<file path="src/hw/rtl/postfix_float_evaluator_core_defines.svh">
// Assertion macros for the postfix float evaluator.
// Used by files that check their own logic; expects clk and rst in scope.
`ifndef POSTFIX_FLOAT_EVALUATOR_CORE_DEFINES_SVH
`define POSTFIX_FLOAT_EVALUATOR_CORE_DEFINES_SVH
`ifndef SYNTH
`define PFE_ASSERT(lbl, prop) \
  lbl: assert property (@(posedge clk) disable iff (rst) (prop)) \
    else $error("pfe assertion failed");
`define PFE_ASSERT_NEXT(lbl, ante, cons) \
  lbl: assert property (@(posedge clk) disable iff (rst) (ante) |=> (cons)) \
    else $error("pfe assertion failed");
`else
`define PFE_ASSERT(lbl, prop)
`define PFE_ASSERT_NEXT(lbl, ante, cons)
`endif
`endif

</file>
<file path="src/hw/rtl/pfe_pkg.sv">
// Shared types and constants of the postfix float evaluator.
// No dependencies.
`timescale 1ns / 1ps
`default_nettype none
package pfe_pkg;

  localparam int STACK_DEPTH_DEF = 16;

  localparam logic [2:0] ERR_OK        = 3'd0;
  localparam logic [2:0] ERR_DIV0      = 3'd1;
  localparam logic [2:0] ERR_BADOP     = 3'd2;
  localparam logic [2:0] ERR_OVERFLOW  = 3'd3;
  localparam logic [2:0] ERR_UNDERFLOW = 3'd4;

  localparam logic [7:0] CH_SPACE = 8'h20;
  localparam logic [7:0] CH_ZERO  = 8'h30;
  localparam logic [7:0] CH_NINE  = 8'h39;
  localparam logic [7:0] CH_PLUS  = 8'h2B;
  localparam logic [7:0] CH_MINUS = 8'h2D;
  localparam logic [7:0] CH_STAR  = 8'h2A;
  localparam logic [7:0] CH_SLASH = 8'h2F;

  localparam logic [1:0] FOP_ADD = 2'd0;
  localparam logic [1:0] FOP_SUB = 2'd1;
  localparam logic [1:0] FOP_MUL = 2'd2;
  localparam logic [1:0] FOP_DIV = 2'd3;

  localparam logic [31:0] FP_QNAN = 32'hFFC0_0000;

  typedef struct packed {
    logic       latch;
    logic       push_digit;
    logic       push_result;
    logic       set_err;
    logic [2:0] err_code;
    logic       rd_lhs;
    logic       cap_rhs;
    logic       cap_lhs;
    logic       pop2;
    logic       fpu_start;
    logic       emit;
  } pfe_cmd_t;

  typedef struct packed {
    logic is_space;
    logic is_digit;
    logic known_op;
    logic op_div;
    logic full;
    logic lt2;
    logic err_set;
    logic rhs_zero;
    logic fpu_done;
    logic out_free;
    logic last;
  } pfe_status_t;

  function automatic logic [31:0] digit_bits(input logic [3:0] d);
    logic [31:0] r;
    case (d)
      4'd0:    r = 32'h0000_0000;
      4'd1:    r = 32'h3F80_0000;
      4'd2:    r = 32'h4000_0000;
      4'd3:    r = 32'h4040_0000;
      4'd4:    r = 32'h4080_0000;
      4'd5:    r = 32'h40A0_0000;
      4'd6:    r = 32'h40C0_0000;
      4'd7:    r = 32'h40E0_0000;
      4'd8:    r = 32'h4100_0000;
      4'd9:    r = 32'h4110_0000;
      default: r = 32'h0000_0000;
    endcase
    return r;
  endfunction

endpackage
`default_nettype wire

</file>
<file path="src/hw/rtl/pfe_fpu.sv">
// Multi-cycle single-precision add/sub/mul/div, round to nearest even.
// Depends on pfe_pkg.
`timescale 1ns / 1ps
`default_nettype none
module pfe_fpu (
  input  wire logic        clk,
  input  wire logic        rst,
  input  wire logic        start,
  input  wire logic [1:0]  op,
  input  wire logic [31:0] a,
  input  wire logic [31:0] b,
  output logic             done,
  output logic [31:0]      res
);
  import pfe_pkg::*;

  localparam logic [3:0] F_IDLE  = 4'd0;
  localparam logic [3:0] F_SETUP = 4'd1;
  localparam logic [3:0] F_PRE   = 4'd2;
  localparam logic [3:0] F_ALIGN = 4'd3;
  localparam logic [3:0] F_ADDS  = 4'd4;
  localparam logic [3:0] F_DIV   = 4'd5;
  localparam logic [3:0] F_NORM  = 4'd6;
  localparam logic [3:0] F_ROUND = 4'd7;

  logic [3:0]         state;
  logic [1:0]         fop;
  logic [31:0]        ra, rb;
  logic               sa, sbe, rs, eff_sub;
  logic signed [11:0] ea, eb, re;
  logic [23:0]        ma, mb;
  logic [49:0]        rm;
  logic [25:0]        rem, quot;
  logic [4:0]         qcnt;

  logic a_nan, b_nan, a_inf, b_inf, a_zero, b_zero, sx;
  assign a_nan  = (ra[30:23] == 8'hFF) && (ra[22:0] != 23'd0);
  assign b_nan  = (rb[30:23] == 8'hFF) && (rb[22:0] != 23'd0);
  assign a_inf  = (ra[30:23] == 8'hFF) && (ra[22:0] == 23'd0);
  assign b_inf  = (rb[30:23] == 8'hFF) && (rb[22:0] == 23'd0);
  assign a_zero = (ra[30:0] == 31'd0);
  assign b_zero = (rb[30:0] == 31'd0);
  assign sx     = sa ^ rb[31];

  // alignment for add/sub
  logic        a_big;
  logic [23:0] m_small;
  logic [7:0]  dsh;
  logic [49:0] bx, bmask, b_al;
  always_comb begin
    a_big   = (ea > eb) || ((ea == eb) && (ma >= mb));
    m_small = a_big ? mb : ma;
    dsh     = a_big ? 8'(ea - eb) : 8'(eb - ea);
    bx      = {1'b0, m_small, 25'd0};
    bmask   = ~({50{1'b1}} << dsh);
    b_al    = (bx >> dsh) | {49'd0, |(bx & bmask)};
  end

  logic [49:0] ax, addsum;
  assign ax     = {1'b0, ma, 25'd0};
  assign addsum = eff_sub ? (ax - rm) : (ax + rm);

  logic [47:0] prod;
  assign prod = 48'(ma) * 48'(mb);

  logic        q_bit;
  logic [25:0] rem_diff, rem_next;
  assign q_bit    = rem >= {2'b00, mb};
  assign rem_diff = rem - {2'b00, mb};
  assign rem_next = q_bit ? {rem_diff[24:0], 1'b0} : {rem[24:0], 1'b0};

  // rounding
  logic [23:0]        mant, mant2;
  logic [24:0]        msum;
  logic               rinc;
  logic signed [11:0] e2;
  logic [31:0]        round_res;
  always_comb begin
    mant  = rm[48:25];
    rinc  = rm[24] & ((|rm[23:0]) | mant[0]);
    msum  = {1'b0, mant} + {24'd0, rinc};
    mant2 = msum[24] ? msum[24:1] : msum[23:0];
    e2    = msum[24] ? (re + 12'sd1) : re;
    if (mant2[23] && (e2 >= 12'sd255)) begin
      round_res = {rs, 8'hFF, 23'd0};
    end else if (mant2[23]) begin
      round_res = {rs, e2[7:0], mant2[22:0]};
    end else begin
      round_res = {rs, 8'd0, mant2[22:0]};
    end
  end

  always_ff @(posedge clk) begin
    if (rst) begin
      state <= F_IDLE;
      done  <= 1'b0;
    end else begin
      done <= 1'b0;
      unique case (state)
        F_IDLE: begin
          if (start) begin
            fop   <= op;
            ra    <= a;
            rb    <= b;
            sa    <= a[31];
            sbe   <= b[31] ^ (op == FOP_SUB);
            ea    <= (a[30:23] == 8'd0) ? 12'sd1 : $signed({4'd0, a[30:23]});
            eb    <= (b[30:23] == 8'd0) ? 12'sd1 : $signed({4'd0, b[30:23]});
            ma    <= {a[30:23] != 8'd0, a[22:0]};
            mb    <= {b[30:23] != 8'd0, b[22:0]};
            state <= F_SETUP;
          end
        end
        F_SETUP: begin
          state <= F_IDLE;
          done  <= 1'b1;
          if (a_nan) begin
            res <= ra | 32'h0040_0000;
          end else if (b_nan) begin
            res <= rb | 32'h0040_0000;
          end else begin
            case (fop)
              FOP_ADD, FOP_SUB: begin
                if (a_inf && b_inf && (sa != sbe)) res <= FP_QNAN;
                else if (a_inf) res <= ra;
                else if (b_inf) res <= {sbe, 8'hFF, 23'd0};
                else begin
                  done  <= 1'b0;
                  state <= F_ALIGN;
                end
              end
              FOP_MUL: begin
                if ((a_inf && b_zero) || (b_inf && a_zero)) res <= FP_QNAN;
                else if (a_inf || b_inf) res <= {sx, 8'hFF, 23'd0};
                else if (a_zero || b_zero) res <= {sx, 31'd0};
                else begin
                  done  <= 1'b0;
                  state <= F_PRE;
                end
              end
              default: begin
                if (a_inf && b_inf) res <= FP_QNAN;
                else if (a_inf || b_zero) res <= {sx, 8'hFF, 23'd0};
                else if (b_inf || a_zero) res <= {sx, 31'd0};
                else begin
                  done  <= 1'b0;
                  state <= F_PRE;
                end
              end
            endcase
          end
        end
        F_PRE: begin
          rs <= sx;
          if (!ma[23]) begin
            ma <= {ma[22:0], 1'b0};
            ea <= ea - 12'sd1;
          end else if (!mb[23]) begin
            mb <= {mb[22:0], 1'b0};
            eb <= eb - 12'sd1;
          end else if (fop == FOP_MUL) begin
            rm    <= {prod, 2'b00};
            re    <= ea + eb - 12'sd127;
            state <= F_NORM;
          end else begin
            rem   <= {2'b00, ma};
            qcnt  <= 5'd0;
            re    <= ea - eb + 12'sd127;
            state <= F_DIV;
          end
        end
        F_DIV: begin
          rem  <= rem_next;
          quot <= {quot[24:0], q_bit};
          qcnt <= qcnt + 5'd1;
          if (qcnt == 5'd25) begin
            rm    <= {1'b0, quot[24:0], q_bit, 22'd0, rem_next != 26'd0};
            state <= F_NORM;
          end
        end
        F_ALIGN: begin
          eff_sub <= sa != sbe;
          rs      <= a_big ? sa : sbe;
          if (!a_big) begin
            ma <= mb;
            ea <= eb;
          end
          rm    <= b_al;
          state <= F_ADDS;
        end
        F_ADDS: begin
          rm <= addsum;
          re <= ea;
          if (addsum == 50'd0) rs <= sa & sbe;
          state <= F_NORM;
        end
        F_NORM: begin
          if (rm[49] || (re < 12'sd1)) begin
            rm <= {1'b0, rm[49:2], rm[1] | rm[0]};
            re <= re + 12'sd1;
          end else if (!rm[48] && (re > 12'sd1)) begin
            rm <= {rm[48:0], 1'b0};
            re <= re - 12'sd1;
          end else begin
            state <= F_ROUND;
          end
        end
        F_ROUND: begin
          res   <= round_res;
          done  <= 1'b1;
          state <= F_IDLE;
        end
        default: state <= F_IDLE;
      endcase
    end
  end

endmodule
`default_nettype wire

</file>
<file path="src/hw/rtl/pfe_datapath.sv">
// Datapath: input latch, operand stack memory, top and error registers,
// floating-point unit and result register. Depends on pfe_pkg, pfe_fpu.
`timescale 1ns / 1ps
`default_nettype none
`include "postfix_float_evaluator_core_defines.svh"
module pfe_datapath #(
  parameter int STACK_DEPTH = pfe_pkg::STACK_DEPTH_DEF
) (
  input  wire logic                clk,
  input  wire logic                rst,
  input  wire logic [7:0]          char_in,
  input  wire logic                last_in,
  input  wire pfe_pkg::pfe_cmd_t   cmd,
  output pfe_pkg::pfe_status_t     status,
  output logic                     m_valid,
  input  wire logic                m_ready,
  output logic [31:0]              out_value,
  output logic [2:0]               out_err
);
  import pfe_pkg::*;

  localparam int CW = $clog2(STACK_DEPTH + 1);
  localparam int AW = $clog2(STACK_DEPTH);

  logic [31:0]   mem [STACK_DEPTH];
  logic [31:0]   rd_data;
  logic [CW-1:0] count;
  logic [2:0]    err;
  logic [7:0]    chr;
  logic          last;
  logic [31:0]   top, rhs, lhs;
  logic [1:0]    fop;
  logic          fpu_done;
  logic [31:0]   fpu_res;
  logic [CW-1:0] rd_off;
  logic [CW-1:0] rd_idx;
  logic [AW-1:0] rd_addr;
  logic [31:0]   digit_val;

  assign digit_val = digit_bits(4'(chr - CH_ZERO));
  assign rd_off    = cmd.rd_lhs ? CW'(2) : CW'(1);
  assign rd_idx    = count - rd_off;
  assign rd_addr   = rd_idx[AW-1:0];

  always_comb begin
    case (chr)
      CH_PLUS:  fop = FOP_ADD;
      CH_MINUS: fop = FOP_SUB;
      CH_STAR:  fop = FOP_MUL;
      default:  fop = FOP_DIV;
    endcase
  end

  always_comb begin
    status.is_space = chr == CH_SPACE;
    status.is_digit = (chr >= CH_ZERO) && (chr <= CH_NINE);
    status.known_op = (chr == CH_PLUS) || (chr == CH_MINUS) ||
                      (chr == CH_STAR) || (chr == CH_SLASH);
    status.op_div   = chr == CH_SLASH;
    status.full     = count == CW'(STACK_DEPTH);
    status.lt2      = count < CW'(2);
    status.err_set  = err != ERR_OK;
    status.rhs_zero = rhs[30:0] == 31'd0;
    status.fpu_done = fpu_done;
    status.out_free = !m_valid || m_ready;
    status.last     = last;
  end

  // stack memory
  always_ff @(posedge clk) begin
    if (cmd.push_digit) mem[count[AW-1:0]] <= digit_val;
    else if (cmd.push_result) mem[count[AW-1:0]] <= fpu_res;
    rd_data <= mem[rd_addr];
  end

  always_ff @(posedge clk) begin
    if (cmd.latch) begin
      chr  <= char_in;
      last <= last_in;
    end
    if (cmd.cap_rhs) rhs <= rd_data;
    if (cmd.cap_lhs) lhs <= rd_data;
    if (cmd.push_digit) top <= digit_val;
    else if (cmd.push_result) top <= fpu_res;
    if (cmd.emit) begin
      out_value <= (err == ERR_OK && count != '0) ? top : 32'd0;
      out_err   <= (err != ERR_OK) ? err :
                   ((count == '0) ? ERR_UNDERFLOW : ERR_OK);
    end
  end

  always_ff @(posedge clk) begin
    if (rst) begin
      count   <= '0;
      err     <= ERR_OK;
      m_valid <= 1'b0;
    end else begin
      if (cmd.emit) begin
        count   <= '0;
        err     <= ERR_OK;
        m_valid <= 1'b1;
      end else begin
        if (m_ready) m_valid <= 1'b0;
        if (cmd.set_err) err <= cmd.err_code;
        if (cmd.push_digit || cmd.push_result) count <= count + CW'(1);
        else if (cmd.pop2) count <= count - CW'(2);
      end
    end
  end

  pfe_fpu u_fpu (
    .clk   (clk),
    .rst   (rst),
    .start (cmd.fpu_start),
    .op    (fop),
    .a     (lhs),
    .b     (rhs),
    .done  (fpu_done),
    .res   (fpu_res)
  );

  `PFE_ASSERT(a_count_bound, count <= CW'(STACK_DEPTH))
  `PFE_ASSERT(a_no_push_on_err, !(cmd.push_digit || cmd.push_result) || (err == ERR_OK))
  `PFE_ASSERT_NEXT(a_emit_clears, cmd.emit, m_valid && (count == '0) && (err == ERR_OK))

endmodule
`default_nettype wire

</file>
<file path="src/hw/rtl/pfe_ctrl.sv">
// Controller state machine: sequences decode, stack access, FPU and result.
// Depends on pfe_pkg.
`timescale 1ns / 1ps
`default_nettype none
module pfe_ctrl (
  input  wire logic                 clk,
  input  wire logic                 rst,
  input  wire logic                 s_valid,
  output logic                      s_ready,
  input  wire pfe_pkg::pfe_status_t status,
  output pfe_pkg::pfe_cmd_t         cmd
);
  import pfe_pkg::*;

  localparam logic [3:0] S_IDLE = 4'd0;
  localparam logic [3:0] S_DEC  = 4'd1;
  localparam logic [3:0] S_RD1  = 4'd2;
  localparam logic [3:0] S_RD2  = 4'd3;
  localparam logic [3:0] S_RD3  = 4'd4;
  localparam logic [3:0] S_CHK  = 4'd5;
  localparam logic [3:0] S_EXEC = 4'd6;
  localparam logic [3:0] S_FIN  = 4'd7;
  localparam logic [3:0] S_EMIT = 4'd8;

  logic [3:0] state, state_next;

  assign s_ready = state == S_IDLE;

  always_comb begin
    cmd        = '0;
    cmd.err_code = ERR_OK;
    state_next = state;
    unique case (state)
      S_IDLE: begin
        cmd.latch = s_valid;
        if (s_valid) state_next = S_DEC;
      end
      S_DEC: begin
        state_next = S_FIN;
        if (status.err_set || status.is_space) begin
          state_next = S_FIN;
        end else if (status.is_digit) begin
          if (status.full) begin
            cmd.set_err  = 1'b1;
            cmd.err_code = ERR_OVERFLOW;
          end else begin
            cmd.push_digit = 1'b1;
          end
        end else if (status.lt2) begin
          cmd.set_err  = 1'b1;
          cmd.err_code = ERR_UNDERFLOW;
        end else begin
          state_next = S_RD1;
        end
      end
      S_RD1: state_next = S_RD2;
      S_RD2: begin
        cmd.cap_rhs = 1'b1;
        cmd.rd_lhs  = 1'b1;
        state_next  = S_RD3;
      end
      S_RD3: begin
        cmd.cap_lhs = 1'b1;
        cmd.pop2    = 1'b1;
        state_next  = S_CHK;
      end
      S_CHK: begin
        state_next = S_FIN;
        if (!status.known_op) begin
          cmd.set_err  = 1'b1;
          cmd.err_code = ERR_BADOP;
        end else if (status.op_div && status.rhs_zero) begin
          cmd.set_err  = 1'b1;
          cmd.err_code = ERR_DIV0;
        end else begin
          cmd.fpu_start = 1'b1;
          state_next    = S_EXEC;
        end
      end
      S_EXEC: begin
        if (status.fpu_done) begin
          cmd.push_result = 1'b1;
          state_next      = S_FIN;
        end
      end
      S_FIN: state_next = status.last ? S_EMIT : S_IDLE;
      S_EMIT: begin
        if (status.out_free) begin
          cmd.emit   = 1'b1;
          state_next = S_IDLE;
        end
      end
      default: state_next = S_IDLE;
    endcase
  end

  always_ff @(posedge clk) begin
    if (rst) state <= S_IDLE;
    else state <= state_next;
  end

endmodule
`default_nettype wire

</file>
<file path="src/hw/rtl/postfix_float_evaluator_core.sv">
// Postfix float evaluator: one expression character per request, one result per last char.
// The time from accept to next accept depends on the char kind; FPU operations also depend on
//   the pre/post normalize shifts, which run long when a sum cancels to zero.
// A last char adds an emit step that waits out any output stall; its result is valid as the input turns ready.
// Reset: synchronous rst clears stack count, sticky error, output valid and both FSMs.
`timescale 1ns / 1ps
`default_nettype none
module postfix_float_evaluator_core #(
  parameter int STACK_DEPTH = pfe_pkg::STACK_DEPTH_DEF
) (
  input  wire logic        clk,
  input  wire logic        rst,
  input  wire logic        s_tvalid,
  output logic             s_tready,
  input  wire logic [7:0]  s_tdata,   // [7:0] char_code
  input  wire logic        s_tlast,   // is_last
  output logic             m_tvalid,
  input  wire logic        m_tready,
  output logic [39:0]      m_tdata    // [31:0] value_bits, [34:32] error_code, rest 0
);
  import pfe_pkg::*;

  pfe_cmd_t    cmd;
  pfe_status_t status;
  logic [31:0] out_value;
  logic [2:0]  out_err;

  // controller: sequences each request through decode, stack reads, FPU
  pfe_ctrl u_ctrl (
    .clk     (clk),
    .rst     (rst),
    .s_valid (s_tvalid),
    .s_ready (s_tready),
    .status  (status),
    .cmd     (cmd)
  );

  // datapath: stack memory, FPU, output register
  pfe_datapath #(
    .STACK_DEPTH (STACK_DEPTH)
  ) u_dp (
    .clk       (clk),
    .rst       (rst),
    .char_in   (s_tdata),
    .last_in   (s_tlast),
    .cmd       (cmd),
    .status    (status),
    .m_valid   (m_tvalid),
    .m_ready   (m_tready),
    .out_value (out_value),
    .out_err   (out_err)
  );

  assign m_tdata = {5'd0, out_err, out_value};

endmodule
`default_nettype wire
</file>
<file path="config.mk">
export PLATFORM = sky130hd
export DESIGN_NAME = postfix_float_evaluator_core
export DESIGN_NICKNAME = d
export VERILOG_FILES = /design/src/hw/rtl/pfe_pkg.sv /design/src/hw/rtl/pfe_fpu.sv /design/src/hw/rtl/pfe_datapath.sv /design/src/hw/rtl/pfe_ctrl.sv /design/src/hw/rtl/postfix_float_evaluator_core.sv
export VERILOG_INCLUDE_DIRS = /design/src /design/src/hw/rtl
export SDC_FILE = /design/constraint.sdc
export NUM_CORES = 2
export LEC_CHECK = 0
export ABC_AREA = 1
export BUFFER_PORTS_ARGS = -buffer_cell sky130_fd_sc_hd__buf_2
export CORE_MARGIN = 4
export CORE_UTILIZATION = 59
export DETAILED_ROUTE_END_ITERATION = 8
export PLACE_DENSITY_LB_ADDON = 0.25
export SLEW_MARGIN = 0
export SYNTH_ARGS = -nofsm -noshare
export SYNTH_HDL_FRONTEND = slang
export SYNTH_SLANG_ARGS = --single-unit
export TNS_END_PERCENT = 50
</file>
<file path="constraint.sdc">
create_clock -name clk -period 15.3 [get_ports clk]
set_clock_uncertainty 0.1 [all_clocks]
set_input_delay 1.53 -clock clk [delete_from_list [all_inputs] [get_ports clk]]
set_output_delay 1.53 -clock clk [all_outputs]
set_load 0.005 [all_outputs]
</file>
==> metrics.csv <==
metric,value,unit
Post-Synthesis Cells,8166,
dominant synthesized flop cell,edfxtp_1,
Tcrit/Tclk final,0.572,
Post-CTS Hold Buffers,0,
initial antenna violation count,10,
worst-margin pin slew,1.40,ns
Worst EP required,15.61,ns
die area,0.129,mm2
Die Width,359,um
Max Cap Violations,0,
crit path time final,8.75,ns
Die H,359,um
Worst Path Max Fanout,23,
"CTS clk-pin slew, worst paths",0.06,ns
number of synthesized register bits,999,
clock sink count,999,
Worst-Skew Late Latency,0.74,ns
post-CTS setup buffer count,0,
largest net degree at the start of global routing,193,
Final Hold Fails,0,
Placeable Area,0.122,mm2
HP Class,reg2reg,
nature of the critical path startpoint,register,
Post-Place Cells,9596,
Synth Cell Area,0.0727,mm2
"commonest cells after routing, fill and taps aside","1557 x nand2_1, 1532 x inv_1, 943 x edfxtp_1",
CTS tree,yes,
final core utilization,0.639,
Max H-tree Level,3,
"EDFF count, synth",943,
nets@finish,8927,
kind of critical path,reg2reg,
final-layout fill cell count,10200,
outcome,"finished, final reports clean",
initial detailed-routing violation count,6302,
port bufs,49,
CTS Buf Count,100,
Yosys Warn Count,0,
Finished Layout Cells,9784,
P&R area growth vs syn,7.30,%
Final setup violation count,0,
"Seq/Total Area, Yosys",0.405,
Rows,128,
RSZ-0062 raised after global routing,no,
relative slew slack,0.0659,
vias per inst,6.01,
layout cell share with drive strength beyond 1,0.0526,
"commonest non-fill, non-tap cell in the layout",nand2_1,
GRT Util Overall,0.371,
via count,58800,
Root Buffer,clkbuf_16,
post-route ant nets,0,
setup_tns,0,ns
final wirelength,244000,um
num ports,55,
hpwl dp,176000,um
CP arrival,9.06,ns
DRC,0,
count of different cell masters after synthesis,67,
GPL Wtd Cong,1.03,
Initial Util,0.596,
PostCTS Resize Cnt,0,
Avg WL per Cell,24.9,um
first-pass GRT wire length,363000,um
CP Capture Type,register,
syn_area_per_cell,8.91,um2
vias in the first global route,58300,
Slew Limit Fails,0,
Initial DRT Pass Iterations,9,
Synth async-reset ratio,0,
clock buffer depth,3,
f_max,114,MHz
"Remaining Overflow, GRT",0,
-- cells by family after synthesis --
group                    synth area share
AND/OR/NAND/NOR                     0.155
buffers and inverters               0.102
AO/OA/AOI/OAI                       0.108
flip-flops                          0.405
adder cells (fa/ha/maj)             0.195
XOR/XNOR                           0.0181
multiplexers                       0.0179
other                           0.0000516
-- Yosys cell counts (all sizes together), types with 5 or more instances --
library cell	instances	share of area
a211oi	5	0.00052
a21o	13	0.0013
a21oi	413	0.029
a221oi	20	0.0024
a22oi	29	0.0030
a31oi	35	0.0031
and3	5	0.00043
buf	75	0.0059
clkbuf	301	0.016
dfxtp	56	0.015
edfxtp	943	0.39
fa	488	0.13
ha	353	0.061
inv	1547	0.080
mux2i	130	0.018
nand2	1569	0.082
nand3	365	0.026
nand3b	25	0.0026
nand4	51	0.0044
nor2	594	0.031
nor3	55	0.0040
nor4	48	0.0042
o2111ai	12	0.0014
o211ai	43	0.0047
o21a	14	0.0014
o21ai	669	0.046
o21bai	25	0.0026
o221ai	45	0.0054
o22ai	47	0.0040
o31ai	9	0.00093
or2	8	0.00069
xnor2	34	0.0041
xor2	116	0.014
-- area by class of cell --
cell class	count	area, um2	share of cell area
multi-input cells	5244	36200	0.464
clock inverters	60	699	0.00896
clock buffers	121	2620	0.0336
flip-flops and latches	999	29400	0.377
well taps	1625	2030	0.0261
diodes	7	17.5	0.000224
repair buffers	177	1220	0.0156
inverters	1551	5820	0.0746
-- final timing paths --
| check | slack (ns) | depth (start not counted) | start | endpoint |
|---|---|---|---|---|
| setup / recovery | 6.55 | 27 | u_dp.u_fpu.ma[15] | u_dp.u_fpu.rm[44] |
| hold / removal | 0.30 | 0 | u_dp.rd_data[7] | u_dp.rhs[7] |
| setup reg to reg | 6.55 | 27 | u_dp.u_fpu.ma[15] | u_dp.u_fpu.rm[44] |
| hold reg to reg | 0.30 | 0 | u_dp.rd_data[7] | u_dp.rhs[7] |
-- stage by stage --
stage / hold slack (ns) / cell area, um2 / worst slack (ns)
2_1_floorplan: 0.300 / 72700 / 8.30
3_3_place_gp: 0.307 / 74700 / 6.77
3_5_place_dp: 0.305 / 74700 / 6.71
4_1_cts: 0.306 / 78000 / 6.72
5_1_grt: 0.329 / 78000 / 6.37
6_report: 0.303 / 78000 / 6.55
-- critical path: stages (launching register included) --
cell and delay [ns]:
edfxtp_1 0.81, buf_4 0.56, nand2_1 0.17, fa_1 0.59
inv_1 0.05, fa_1 0.48, inv_1 0.06, fa_1 0.49
fa_1 0.56, inv_1 0.06, fa_1 0.52, fa_1 0.50
inv_1 0.05, fa_1 0.47, inv_1 0.04, ha_1 0.38
a21oi_1 0.21, nor2_1 0.06, nor2_1 0.08, inv_1 0.06
nor2_1 0.10, o21ai_0 0.07, a21oi_1 0.37, inv_1 0.10
a21boi_0 0.33, o31ai_1 0.18, o21ai_0 0.74, o2111ai_1 0.23
-- registers in the layout, summed over array words and instances, names as in the netlist, 5 cells and up --
signal,cells
u_dp.u_fpu.mb,24
u_dp.u_fpu.qcnt,5
u_dp.rd_data,32
u_dp.chr,8
u_dp.u_fpu.eb,12
u_dp.u_fpu.quot,25
u_dp.digit_val,7
u_dp.lhs,32
u_dp.out_value,32
u_dp.rhs,32
u_dp.u_fpu.rm,50
u_dp.u_fpu.ra,32
u_dp.u_fpu.ma,24
u_dp.u_fpu.rem,26
u_dp.mem,512
u_dp.top,32
u_dp.u_fpu.ea,12
u_dp.u_fpu.res,32
u_dp.u_fpu.re,12
u_dp.count,5
u_dp.u_fpu.rb,32
-- metal layers --
layer | part of all wire | wire length, um | track usage | vias up
li1 | - | - | - | 26400
met1 | 0.38 | 93300 | 0.481 | 28500
met2 | 0.47 | 114000 | 0.610 | 3254
met3 | 0.096 | 23500 | 0.0681 | 621
met4 | 0.052 | 12800 | 0.169 | 4
met5 | 0.000098 | 24 | 0.00111 | -
Power is left out: the tool's default activity adds up to more than one toggle a clock period on the data nets, which glitch-free logic cannot reach.
